## src/lrukv_pkg.sv

```systemverilog
// lrukv_pkg: shared types and constants of the LRU key-value cache.
// Used by lrukv_ctrl, lrukv_dpath and lru_key_value_cache_unit; no dependencies.
package lrukv_pkg;

  // Field widths
  localparam int KEY_W   = 16;
  localparam int VAL_W   = 32;
  localparam int CAP_W   = 5;
  localparam int CFG_AW  = 3;
  localparam int CFG_DW  = 32;

  // Capacity register value after reset
  localparam logic [CAP_W-1:0] CAP_RESET = 5'd16;

  // Register index of capacity (byte address bit 2 selects the register)
  localparam logic REG_CAPACITY = 1'b0;

  // Operation codes
  localparam logic OP_GET = 1'b0;
  localparam logic OP_PUT = 1'b1;

  // Controller states
  typedef enum logic [1:0] {
    ST_IDLE,
    ST_LOOKUP,
    ST_UPDATE
  } state_t;

  // Commands from controller to datapath
  typedef struct packed {
    logic accept;   // latch the incoming beat
    logic lookup;   // key compare, slot select, data read
    logic commit;   // apply update and load the result register
  } cmd_t;

endpackage

```

## src/lrukv_ctrl.sv

```systemverilog
// lrukv_ctrl: sequencing of lookup and update for the LRU key-value cache.
// Depends on lrukv_pkg for the state enum and command struct.
module lrukv_ctrl (
  input  logic            clk,
  input  logic            rst_n,
  input  logic            in_valid,
  output logic            in_stall,
  output logic            out_valid,
  input  logic            out_stall,
  output lrukv_pkg::cmd_t cmd
);

  lrukv_pkg::state_t state_r, state_nxt;
  logic              out_valid_r, out_valid_nxt;

  // State and result-valid registers
  always_ff @(posedge clk) begin
    if (!rst_n) begin
      state_r     <= lrukv_pkg::ST_IDLE;
      out_valid_r <= 1'b0;
    end else begin
      state_r     <= state_nxt;
      out_valid_r <= out_valid_nxt;
    end
  end

  // Next state and commands
  always_comb begin
    state_nxt = state_r;
    in_stall  = 1'b1;
    cmd       = '0;
    case (state_r)
      lrukv_pkg::ST_IDLE: begin
        in_stall = 1'b0;
        if (in_valid) begin
          cmd.accept = 1'b1;
          state_nxt  = lrukv_pkg::ST_LOOKUP;
        end
      end
      lrukv_pkg::ST_LOOKUP: begin
        cmd.lookup = 1'b1;
        state_nxt  = lrukv_pkg::ST_UPDATE;
      end
      lrukv_pkg::ST_UPDATE: begin
        // commit only when the result register is free or being drained
        if (!out_valid_r || !out_stall) begin
          cmd.commit = 1'b1;
          in_stall   = 1'b0;
          if (in_valid) begin
            cmd.accept = 1'b1;
            state_nxt  = lrukv_pkg::ST_LOOKUP;
          end else begin
            state_nxt  = lrukv_pkg::ST_IDLE;
          end
        end
      end
      default: state_nxt = lrukv_pkg::ST_IDLE;
    endcase
  end

  // Result beat stays until taken
  assign out_valid_nxt = cmd.commit | (out_valid_r & out_stall);
  assign out_valid     = out_valid_r;

endmodule

```

## src/lrukv_dpath.sv

```systemverilog
// lrukv_dpath: key CAM, recency ranks, data memory and result register.
// Depends on lrukv_pkg for widths, op codes and the command struct.
module lrukv_dpath #(
  parameter int ENTRIES = 16
) (
  input  logic                               clk,
  input  logic                               rst_n,
  input  lrukv_pkg::cmd_t                    cmd,
  input  logic [lrukv_pkg::CAP_W-1:0]        capacity,
  input  logic                               in_op,
  input  logic [lrukv_pkg::KEY_W-1:0]        in_key,
  input  logic signed [lrukv_pkg::VAL_W-1:0] in_value,
  output logic                               out_found,
  output logic signed [lrukv_pkg::VAL_W-1:0] out_read_value
);

  localparam int IW  = (ENTRIES > 1) ? $clog2(ENTRIES) : 1;
  localparam int OW  = $clog2(ENTRIES + 1);
  localparam int CMW = 9;  // holds any capacity and ENTRIES up to 256

  // Request latched on accept
  logic                        op_r;
  logic [lrukv_pkg::KEY_W-1:0] key_q_r;
  logic [lrukv_pkg::VAL_W-1:0] value_r;

  // Entry state
  logic [ENTRIES-1:0]          valid_r;
  logic [lrukv_pkg::KEY_W-1:0] key_r  [ENTRIES];
  logic [IW-1:0]               rank_r [ENTRIES];
  logic [OW-1:0]               occ_r;
  logic [lrukv_pkg::VAL_W-1:0] data_mem_r [ENTRIES];

  // Lookup results
  logic [IW-1:0]               slot_r;
  logic [IW-1:0]               rsel_r;
  logic                        hit_r;
  logic                        wasv_r;
  logic                        free_r;
  logic [lrukv_pkg::VAL_W-1:0] rdata_r;

  // Result register
  logic                        found_r;
  logic [lrukv_pkg::VAL_W-1:0] result_r;

  logic [ENTRIES-1:0] match;
  logic [ENTRIES-1:0] lru_m;
  logic [IW-1:0]      hit_idx;
  logic [IW-1:0]      hit_rank;
  logic [IW-1:0]      lru_idx;
  logic [IW-1:0]      free_idx;
  logic [IW-1:0]      lru_rank;
  logic [CMW-1:0]     cap_eff;
  logic               hit;
  logic               has_room;
  logic               upd_en;
  logic               put_miss;

  // Request register
  always_ff @(posedge clk) begin
    if (cmd.accept) begin
      op_r    <= in_op;
      key_q_r <= in_key;
      value_r <= in_value;
    end
  end

  // Effective capacity: zero acts as one, clipped to the entry count
  always_comb begin
    cap_eff = CMW'(capacity);
    if (cap_eff == '0) begin
      cap_eff = CMW'(1);
    end else if (cap_eff > CMW'(ENTRIES)) begin
      cap_eff = CMW'(ENTRIES);
    end
  end

  // Ranks of valid entries are a permutation of 0..occ-1, so the LRU is rank occ-1
  assign lru_rank = IW'(occ_r - OW'(1));
  assign has_room = CMW'(occ_r) < cap_eff;

  // Parallel key compare and LRU match
  always_comb begin
    for (int i = 0; i < ENTRIES; i++) begin
      match[i] = valid_r[i] && (key_r[i] == key_q_r);
      lru_m[i] = valid_r[i] && (rank_r[i] == lru_rank);
    end
  end
  assign hit = |match;

  // One-hot encoders (matches are unique) and lowest free slot
  always_comb begin
    hit_idx  = '0;
    hit_rank = '0;
    lru_idx  = '0;
    free_idx = '0;
    for (int i = 0; i < ENTRIES; i++) begin
      if (match[i]) begin
        hit_idx  = hit_idx | IW'(i);
        hit_rank = hit_rank | rank_r[i];
      end
      if (lru_m[i]) begin
        lru_idx = lru_idx | IW'(i);
      end
    end
    for (int i = ENTRIES - 1; i >= 0; i--) begin
      if (!valid_r[i]) begin
        free_idx = IW'(i);
      end
    end
  end

  // Lookup stage registers
  always_ff @(posedge clk) begin
    if (cmd.lookup) begin
      hit_r  <= hit;
      free_r <= has_room;
      if (hit) begin
        slot_r <= hit_idx;
        rsel_r <= hit_rank;
        wasv_r <= 1'b1;
      end else if (has_room) begin
        slot_r <= free_idx;
        rsel_r <= '0;
        wasv_r <= 1'b0;
      end else begin
        slot_r <= lru_idx;
        rsel_r <= lru_rank;
        wasv_r <= 1'b1;
      end
    end
  end

  assign upd_en   = cmd.commit && (hit_r || (op_r == lrukv_pkg::OP_PUT));
  assign put_miss = (op_r == lrukv_pkg::OP_PUT) && !hit_r;

  // Data memory: read at the hit slot during lookup, written on put commit
  always_ff @(posedge clk) begin
    if (cmd.lookup) begin
      rdata_r <= data_mem_r[hit_idx];
    end
    if (cmd.commit && (op_r == lrukv_pkg::OP_PUT)) begin
      data_mem_r[slot_r] <= value_r;
    end
  end

  // Key store written on a put miss
  always_ff @(posedge clk) begin
    if (cmd.commit && put_miss) begin
      key_r[slot_r] <= key_q_r;
    end
  end

  // Recency, valid and occupancy update
  always_ff @(posedge clk) begin
    if (!rst_n) begin
      valid_r <= '0;
      occ_r   <= '0;
      for (int i = 0; i < ENTRIES; i++) begin
        rank_r[i] <= '0;
      end
    end else if (upd_en) begin
      for (int i = 0; i < ENTRIES; i++) begin
        if (IW'(i) == slot_r) begin
          rank_r[i]  <= '0;
          valid_r[i] <= 1'b1;
        end else if (valid_r[i] && (!wasv_r || (rank_r[i] < rsel_r))) begin
          rank_r[i] <= rank_r[i] + IW'(1);
        end
      end
      if (put_miss && free_r) begin
        occ_r <= occ_r + OW'(1);
      end
    end
  end

  // Result register
  always_ff @(posedge clk) begin
    if (cmd.commit) begin
      found_r  <= hit_r;
      result_r <= (hit_r && (op_r == lrukv_pkg::OP_GET)) ? rdata_r : '0;
    end
  end

  assign out_found      = found_r;
  assign out_read_value = signed'(result_r);

endmodule

```

## src/lru_key_value_cache_unit.sv

```systemverilog
// lru_key_value_cache_unit: top level of the LRU key-value cache.
// Instantiates lrukv_ctrl and lrukv_dpath; uses lrukv_pkg; holds the APB capacity register.

// Fully associative key-value cache with least-recently-used replacement. Each input
// beat is a get (op 0) or a put (op 1) and produces exactly one result beat: found tells
// whether the key was present, read_value carries the stored value on a get hit and zero
// otherwise. A put miss fills the lowest free slot while occupancy is below capacity,
// else it replaces the least recently used entry. An item passes through a lookup state for the
// parallel key compare across all entries (with the data memory read) and an update state for the
// recency, key and data update; a new beat is taken in the update state, so back-to-back
// items overlap as long as the result register drains. Capacity sits at byte address 0
// and should be written only while the cache is idle.
module lru_key_value_cache_unit #(
  parameter int ENTRIES = 16
) (
  input  logic                                clk,
  input  logic                                rst_n,
  // input channel
  input  logic                                in_valid,
  output logic                                in_stall,
  input  logic                                in_op,
  input  logic [lrukv_pkg::KEY_W-1:0]         in_key,
  input  logic signed [lrukv_pkg::VAL_W-1:0]  in_value,
  // result channel
  output logic                                out_valid,
  input  logic                                out_stall,
  output logic                                out_found,
  output logic signed [lrukv_pkg::VAL_W-1:0]  out_read_value,
  // configuration port
  input  logic                                psel,
  input  logic                                penable,
  input  logic                                pwrite,
  input  logic [lrukv_pkg::CFG_AW-1:0]        paddr,
  input  logic [lrukv_pkg::CFG_DW-1:0]        pwdata,
  output logic [lrukv_pkg::CFG_DW-1:0]        prdata,
  output logic                                pready
);

  logic [lrukv_pkg::CAP_W-1:0] cap_r;
  lrukv_pkg::cmd_t             cmd;
  logic                        cfg_wr;

  // Capacity register
  assign pready = 1'b1;
  assign cfg_wr = psel && penable && pwrite && (paddr[2] == lrukv_pkg::REG_CAPACITY);

  always_ff @(posedge clk) begin
    if (!rst_n) begin
      cap_r <= lrukv_pkg::CAP_RESET;
    end else if (cfg_wr) begin
      cap_r <= pwdata[lrukv_pkg::CAP_W-1:0];
    end
  end

  assign prdata = (paddr[2] == lrukv_pkg::REG_CAPACITY) ?
                  lrukv_pkg::CFG_DW'(cap_r) : '0;

  lrukv_ctrl u_ctrl (
    .clk       (clk),
    .rst_n     (rst_n),
    .in_valid  (in_valid),
    .in_stall  (in_stall),
    .out_valid (out_valid),
    .out_stall (out_stall),
    .cmd       (cmd)
  );

  lrukv_dpath #(
    .ENTRIES (ENTRIES)
  ) u_dpath (
    .clk            (clk),
    .rst_n          (rst_n),
    .cmd            (cmd),
    .capacity       (cap_r),
    .in_op          (in_op),
    .in_key         (in_key),
    .in_value       (in_value),
    .out_found      (out_found),
    .out_read_value (out_read_value)
  );

  // An accepted beat goes to lookup in the next cycle
  a_accept_lookup: assert property (@(posedge clk) disable iff (!rst_n)
    (in_valid && !in_stall) |=> cmd.lookup)
    else $error("accepted beat did not enter lookup");

  // A commit always presents a result beat
  a_commit_out: assert property (@(posedge clk) disable iff (!rst_n)
    cmd.commit |=> out_valid)
    else $error("commit without result beat");

  // Lookup never overlaps an accept or a commit
  a_lookup_alone: assert property (@(posedge clk) disable iff (!rst_n)
    cmd.lookup |-> (!cmd.accept && !cmd.commit && in_stall))
    else $error("lookup overlaps accept or commit");

endmodule

```

## config.mk

```make
export PLATFORM = sky130hd
export DESIGN_NAME = lru_key_value_cache_unit
export DESIGN_NICKNAME = d
export VERILOG_FILES = /design/src/lrukv_pkg.sv /design/src/lrukv_ctrl.sv /design/src/lrukv_dpath.sv /design/src/lru_key_value_cache_unit.sv
export SDC_FILE = /design/constraint.sdc
export NUM_CORES = 2
export LEC_CHECK = 0
export ABC_AREA = 1
export BUFFER_PORTS_ARGS = -buffer_cell sky130_fd_sc_hd__buf_2
export CAP_MARGIN = 20
export CORE_MARGIN = 4
export CORE_UTILIZATION = 40
export CTS_CLUSTER_DIAMETER = 40
export CTS_CLUSTER_SIZE = 25
export DETAILED_ROUTE_END_ITERATION = 10
export PLACE_DENSITY = 0.62
export SYNTH_ARGS = -nofsm -noshare
export SYNTH_HDL_FRONTEND = slang
export SYNTH_SLANG_ARGS = --single-unit
```

## constraint.sdc

```tcl
create_clock -name clk -period 4.3 [get_ports clk]
set_input_delay 0.215 -clock clk [delete_from_list [all_inputs] [get_ports clk]]
set_output_delay 0.215 -clock clk [all_outputs]
set_load 0.01 [all_outputs]
```

Word level (Yosys, flattened, before mapping)
Memories as Yosys holds them, arrays and structs flattened. A register that Yosys moved wholly into a read port is not among the register bits. Cells that the tools add are included. Widths: inputs -> output; s select.

Bits in registers: 122. Memory bits (writable): 832. Bits of input ports: 91. Logic and storage cells: 533. Memories kept: 3.

Memories: u_dpath.data_mem_r (depth 16, bits a word 32, read ports 1, clocked after Yosys merged registers in 1, write ports 1, RTL line lrukv_dpath.sv:31) `logic [lrukv_pkg::VAL_W-1:0] data_mem_r [ENTRIES];`; u_dpath.key_r (depth 16, bits a word 16, read ports 16, clocked after Yosys merged registers in 0, write ports 1, RTL line lrukv_dpath.sv:28) `logic [lrukv_pkg::KEY_W-1:0] key_r [ENTRIES];`; u_dpath.rank_r (depth 16, bits a word 4, read ports 16, clocked after Yosys merged registers in 0, write ports 16, RTL line lrukv_dpath.sv:29) `logic [IW-1:0] rank_r [ENTRIES];`.

Add/subtract/negate cells: 18. $lt $le $gt $ge: 18. Eq/ne operators: 50. Muxes and demuxes: 263. Bitwise logic cells: 51. Reduce and logical (&&, ||, !) cells: 100.

Operators by type and width (number): $mux 4 (84); $eq 16x16->1 (16); $mux 1 (159); $add 4x1->4 const B (16); $lt 4x4->1 (16); $eq 4x4->1 (15); $or 4x4->4 (15); $logic_and 1x1->1 (56); $reduce_and 2->1 (18); $or 1x1->1 (33); $eq 4x4->1 const A (8); $mux 3 (8); $logic_or 1x1->1 (18); $eq 3x4->1 const A (4); $reduce_or 16->1 (1); $mux 5 (3); $mux 2 (6); $eq 2x4->1 const A (2); $pmux 2 s3 (1); $add 5x1->5 const B (1); $gt 5x5->1 const B (1); $logic_not 5->1 (1); $lt 5x5->1 (1); $eq 1x4->1 const A (1); other kinds (11) (16).

Logic depth before layout (Yosys ltp)
An unclocked memory read counts as a cell.

Depth in word-level cells: 35. Depth in mapped cells: 20. Gate-level depth less buffers: 16.

Cells and area by module
From an unflattened synthesis, not the netlist that was laid out.

Cells, all modules: 4905. Area total of the unflattened synthesis: 47815.9 um^2.

Modules (own cells, without submodules): lrukv_dpath (instances 1, cells each 4808, area an instance 47175.2 um^2, sequential area each 29158.0 um^2); lru_key_value_cache_unit (instances 1, cells each 75, area an instance 488.0 um^2, sequential area each 100.1 um^2); lrukv_ctrl (instances 1, cells each 22, area an instance 152.6 um^2, sequential area each 60.1 um^2).

Worst setup path after synthesis
No wires, ideal clock.

Path type: reg-to-reg. Start: reg u_ctrl.out_valid_r (netlist: u_ctrl.out_valid). End: mem u_dpath.rank_r[1][0] (netlist bit), enable pin. Data arrival time: 3.003 ns. Required time: 3.987 ns. Slack: 0.984 ns. Stages on the path, launching flop included: 9. Path buffers: 1. Clock period less this slack: 3.316 ns. Cells stage by stage: dfxtp_1 -> nand2_1 -> inv_1 -> nor2_1 -> o21ai_0 -> inv_1 -> clkbuf_1 -> nand4_1 -> nand3_1.

RTL lines: start: declaration (RTL line lrukv_ctrl.sv:14) `logic out_valid_r, out_valid_nxt;`; start signal: assignment (RTL line lrukv_ctrl.sv:23) `out_valid_r <= out_valid_nxt;`; end: declaration (RTL line lrukv_dpath.sv:29).

Worst setup path in the final report
Start: reg u_dpath.key_q_r[4] (netlist bit). End: reg u_dpath.rdata_r[28] (netlist bit) (read register of u_dpath.data_mem_r) (data pin).

Cells in the longest elaborated chain, start to end: 17.

Ends and longest elaborated chain: start: declaration (RTL line lrukv_dpath.sv:23) `logic [lrukv_pkg::KEY_W-1:0] key_q_r;`; start signal: assignment (RTL line lrukv_dpath.sv:62) `key_q_r <= in_key;`; $eq 16x16->1 (RTL line lrukv_dpath.sv:84) `match[i] = valid_r[i] && (key_r[i] == key_q_r);`; $logic_and 1x1->1 (RTL line lrukv_dpath.sv:84); $mux 1 (RTL line lrukv_dpath.sv:97) `if (match[i]) begin`; $mux 2 (2 in series) (RTL line lrukv_dpath.sv:97); $mux 3 (4 in series) (RTL line lrukv_dpath.sv:97); $mux 4 (7 in series) (RTL line lrukv_dpath.sv:97); $mux 4 (*) (RTL line lrukv_dpath.sv:97); end: declaration (RTL line lrukv_dpath.sv:39) `logic [lrukv_pkg::VAL_W-1:0] rdata_r;`.

Mark *: on every way between the ends. The rest lies on a longest branch, timed or not. A chain may end at the register's enable or synchronous reset.

==> impl_metrics.yaml <==
run_status:
  status: "complete, no violations"
synthesis:
  synthFlopType: "edfxtp_1"
  synth-seq-cells: 986
  synth_seq_area_share: 0.615
  synth_top_area_share: 0.602
  postSynthCellCount: 4806
  synthTopCellsByArea: "edfxtp_1 60%, nand2_1 8.9%, nand3_1 6.5%"
  synth-async-reset-ratio: 0
  yosysTopAreaCell: "edfxtp_1"
  avgSynthCellArea_um2: 9.93
  syn_area_um2: 47700
  ys_types: 44
  synth_edf_count: 957
  yosysWarnings: 0
final_layout:
  final_nets: 5226
  layout-drive-gt1-share: 0.110
  n_antenna_cell: 0
  instances_no_fill: 6725
  layout_common_cells: "1134 x nand2_1, 957 x edfxtp_1, 634 x inv_1"
  areaGrowthSynthToFinish_pct: 18.3
  final_common_cell: "nand2_1"
sta:
  fin_crit_sh: 0.870
  slew_violations: 0
  max_clock_freq_mhz: 267
  finalCriticalPeriod_ps: 3740
  finalClockSkew_ps: 58.6
  fin_tns_setup_ps: 0
  setup_viol: 0
  worstMarginPinSlew_ps: 1120
  slew_headroom: 0.249
  final_hold_viol_count: 0
  grt_setup_unrepaired: "no"
floorplan:
  io_pins: 159
  die_h_um: 353
  dieArea_um2: 125000
  die_w_um: 353
  core_um2: 118000
  start_util: 0.403
  rows: 126
worst_setup_path:
  required_ps: 4930
  cp_cell_sequence: "buf_4, nand2_1, nand2_1, nor2_1, nand2_1, nor2_1, nand3_2, nand2_2, nor2_4, buf_4, nand3_1, nand2_1, nand2_1, nand3_1, nand3_1, nand2_1"
  setup.worst_path.class: "flip-flop to flip-flop"
  crit_path_max_fanout: 34
  cpMostUsedCell: "nand2_1"
  worst_setup_path_end_kind: "flip-flop"
  slowest_delay_ps: 790
  cp_data_arrival_time_ps: 4370
  crit_path_start_kind: "flip-flop"
  cp_slowest_cell: "nor2_4"
clocking:
  cts_setup_buffers: 0
  cts_tree: "yes"
  clock_path_buffers: 3
  clk_latency_ps: 770
  cts_sinks: 986
  cts_hold_buf: 65
  cts_resized: 0
  htree_levels: 4
  clk_pin_slew_ps: 70
  root_buffer: "clkbuf_16"
  numCtsBuffers: 148
global_route:
  use_met3: 0.0334
  grt_util_all_layers: 0.219
  met1_usage: 0.301
  busiest_layer: "met2"
  grt_max_degree: 111
  overflow: 0
  grt_pass1_vias: 33700
  antenna_found_initial: 2
  use_met2: 0.357
  grt_pass1_wl_um: 208000
routing:
  wl_per_cell_um: 20.7
  vias: 35300
  drt_pre_antenna_iters: 7
  ant_nets: 0
  drc: 0
  wl_um: 139000
  drt-initial-drc-count: 3626
  avgViaCountPerCell: 5.24
placement:
  dpl.cell_count: 6384
  place_hpwl_um: 85400
  gp_congestion: 0.924
  portBuffers: 101
pwr:
  power.density_nw_per_um2: 435
  peakVddDrop_mv: 0.376
  cellLeakagePower_nw: 23.1
hold_path:
  hold_class: "primary input to flip-flop"
flow_run:
  cap_violations: 0
==> critical path, delay by kind of cell, from the launching register on <==
family	cells	cell delay, ps
buf+inv	2	980
flops	1	600
simple gates	14	1990
==> sequential cells by signal (all words and copies together), names as in the netlist, 2 cells and up <==
signal and flops:
u_dpath.data_mem_r 512, u_dpath.key_r 256, u_dpath.rank_r 64, u_dpath.out_read_value 32
u_dpath.rdata_r 32, u_dpath.value_r 32, u_dpath.key_q_r 16, u_dpath.valid_r 16
cap_r 5, u_dpath.occ_r 5, u_dpath.rsel_r 4, u_dpath.slot_r 4
u_ctrl.state_r 2
==> layout make-up <==
| class | count | area (µm²) |
|---|---|---|
| Tap cell | 1536 | 1920 |
| Sequential cell | 986 | 29300 |
| Clock buffer | 164 | 3890 |
| Timing Repair Buffer | 312 | 2690 |
| Fill cell | 10700 | 61800 |
| Inverter | 654 | 2460 |
| Multi-Input combinational cell | 2963 | 14700 |
| Clock inverter | 110 | 1460 |
==> Yosys cell counts (2+ instances only) <==
library cell / count
a211oi_1: 3
a21boi_0: 16
a21o_1: 2
a21oi_1: 90
and2_1: 2
and3_1: 6
buf_2: 86
buf_4: 67
buf_6: 40
clkbuf_1: 35
clkinv_1: 3
conb_1: 2
dfxtp_1: 29
edfxtp_1: 957
ha_1: 70
inv_1: 636
inv_2: 15
nand2_1: 1137
nand2_2: 5
nand3_1: 616
nand3_2: 8
nand3b_1: 144
nand4_1: 53
nor2_1: 444
nor2_2: 6
nor2_4: 3
nor3_1: 32
nor3b_1: 10
nor4_1: 6
o2111ai_1: 2
o211ai_1: 21
o21ai_0: 67
o21ai_1: 6
o221ai_1: 3
o22ai_1: 57
or2_0: 3
or2_1: 9
or2_2: 6
xnor2_1: 51
xor2_1: 54
==> worst paths after layout <==
path / from / end / slack (ps) / depth (start not counted)
worst max-delay path: u_dpath.key_q_r[4] / u_dpath.rdata_r[28] / 560 / 16
worst min-delay path: in_value[13] / u_dpath.value_r[13] / 160 / 2
worst max register to register: u_dpath.key_q_r[4] / u_dpath.rdata_r[28] / 560 / 16
worst min register to register: u_ctrl.state_r[0] / u_ctrl.state_r[1] / 440 / 1
==> per-layer routing <==
metal,part of all wire,up-vias
li1,-,16600
met1,0.43,16900
met2,0.47,1472
met3,0.077,243
met4,0.028,0
met5,0,-
==> power by group <==
group	internal [W]	switching (W)	total, W
clock network	0.00821	0.00470	0.0129
logic	0.000289	0.000586	0.000876
registers	0.0106	0.000141	0.0108
==> logic make-up after synthesis <==
logic type      count (synthesis)  synth area share
xor+xnor                      105            0.0193
flops                         986             0.615
other cells                     2          0.000157
fa+ha+maj                      70            0.0184
compound gates                269            0.0324
buf+inv                       883            0.0833
simple gates                 2491             0.232
==> per-stage QoR <==
stage                     power, W  cell area [µm²]  worst slack (ps)  hold WS [ps]  utilization
after floorplan             0.0114            47800               984           314            -
after detailed placement    0.0118            50400               562           393        0.426
after CTS                   0.0247            56400               562          96.0        0.477
after global placement      0.0118            50400               618           391        0.426
after global routing        0.0253            56400               332           127        0.477
final                       0.0246            56400               559           155        0.477
(Power assumes the default switching activity.)
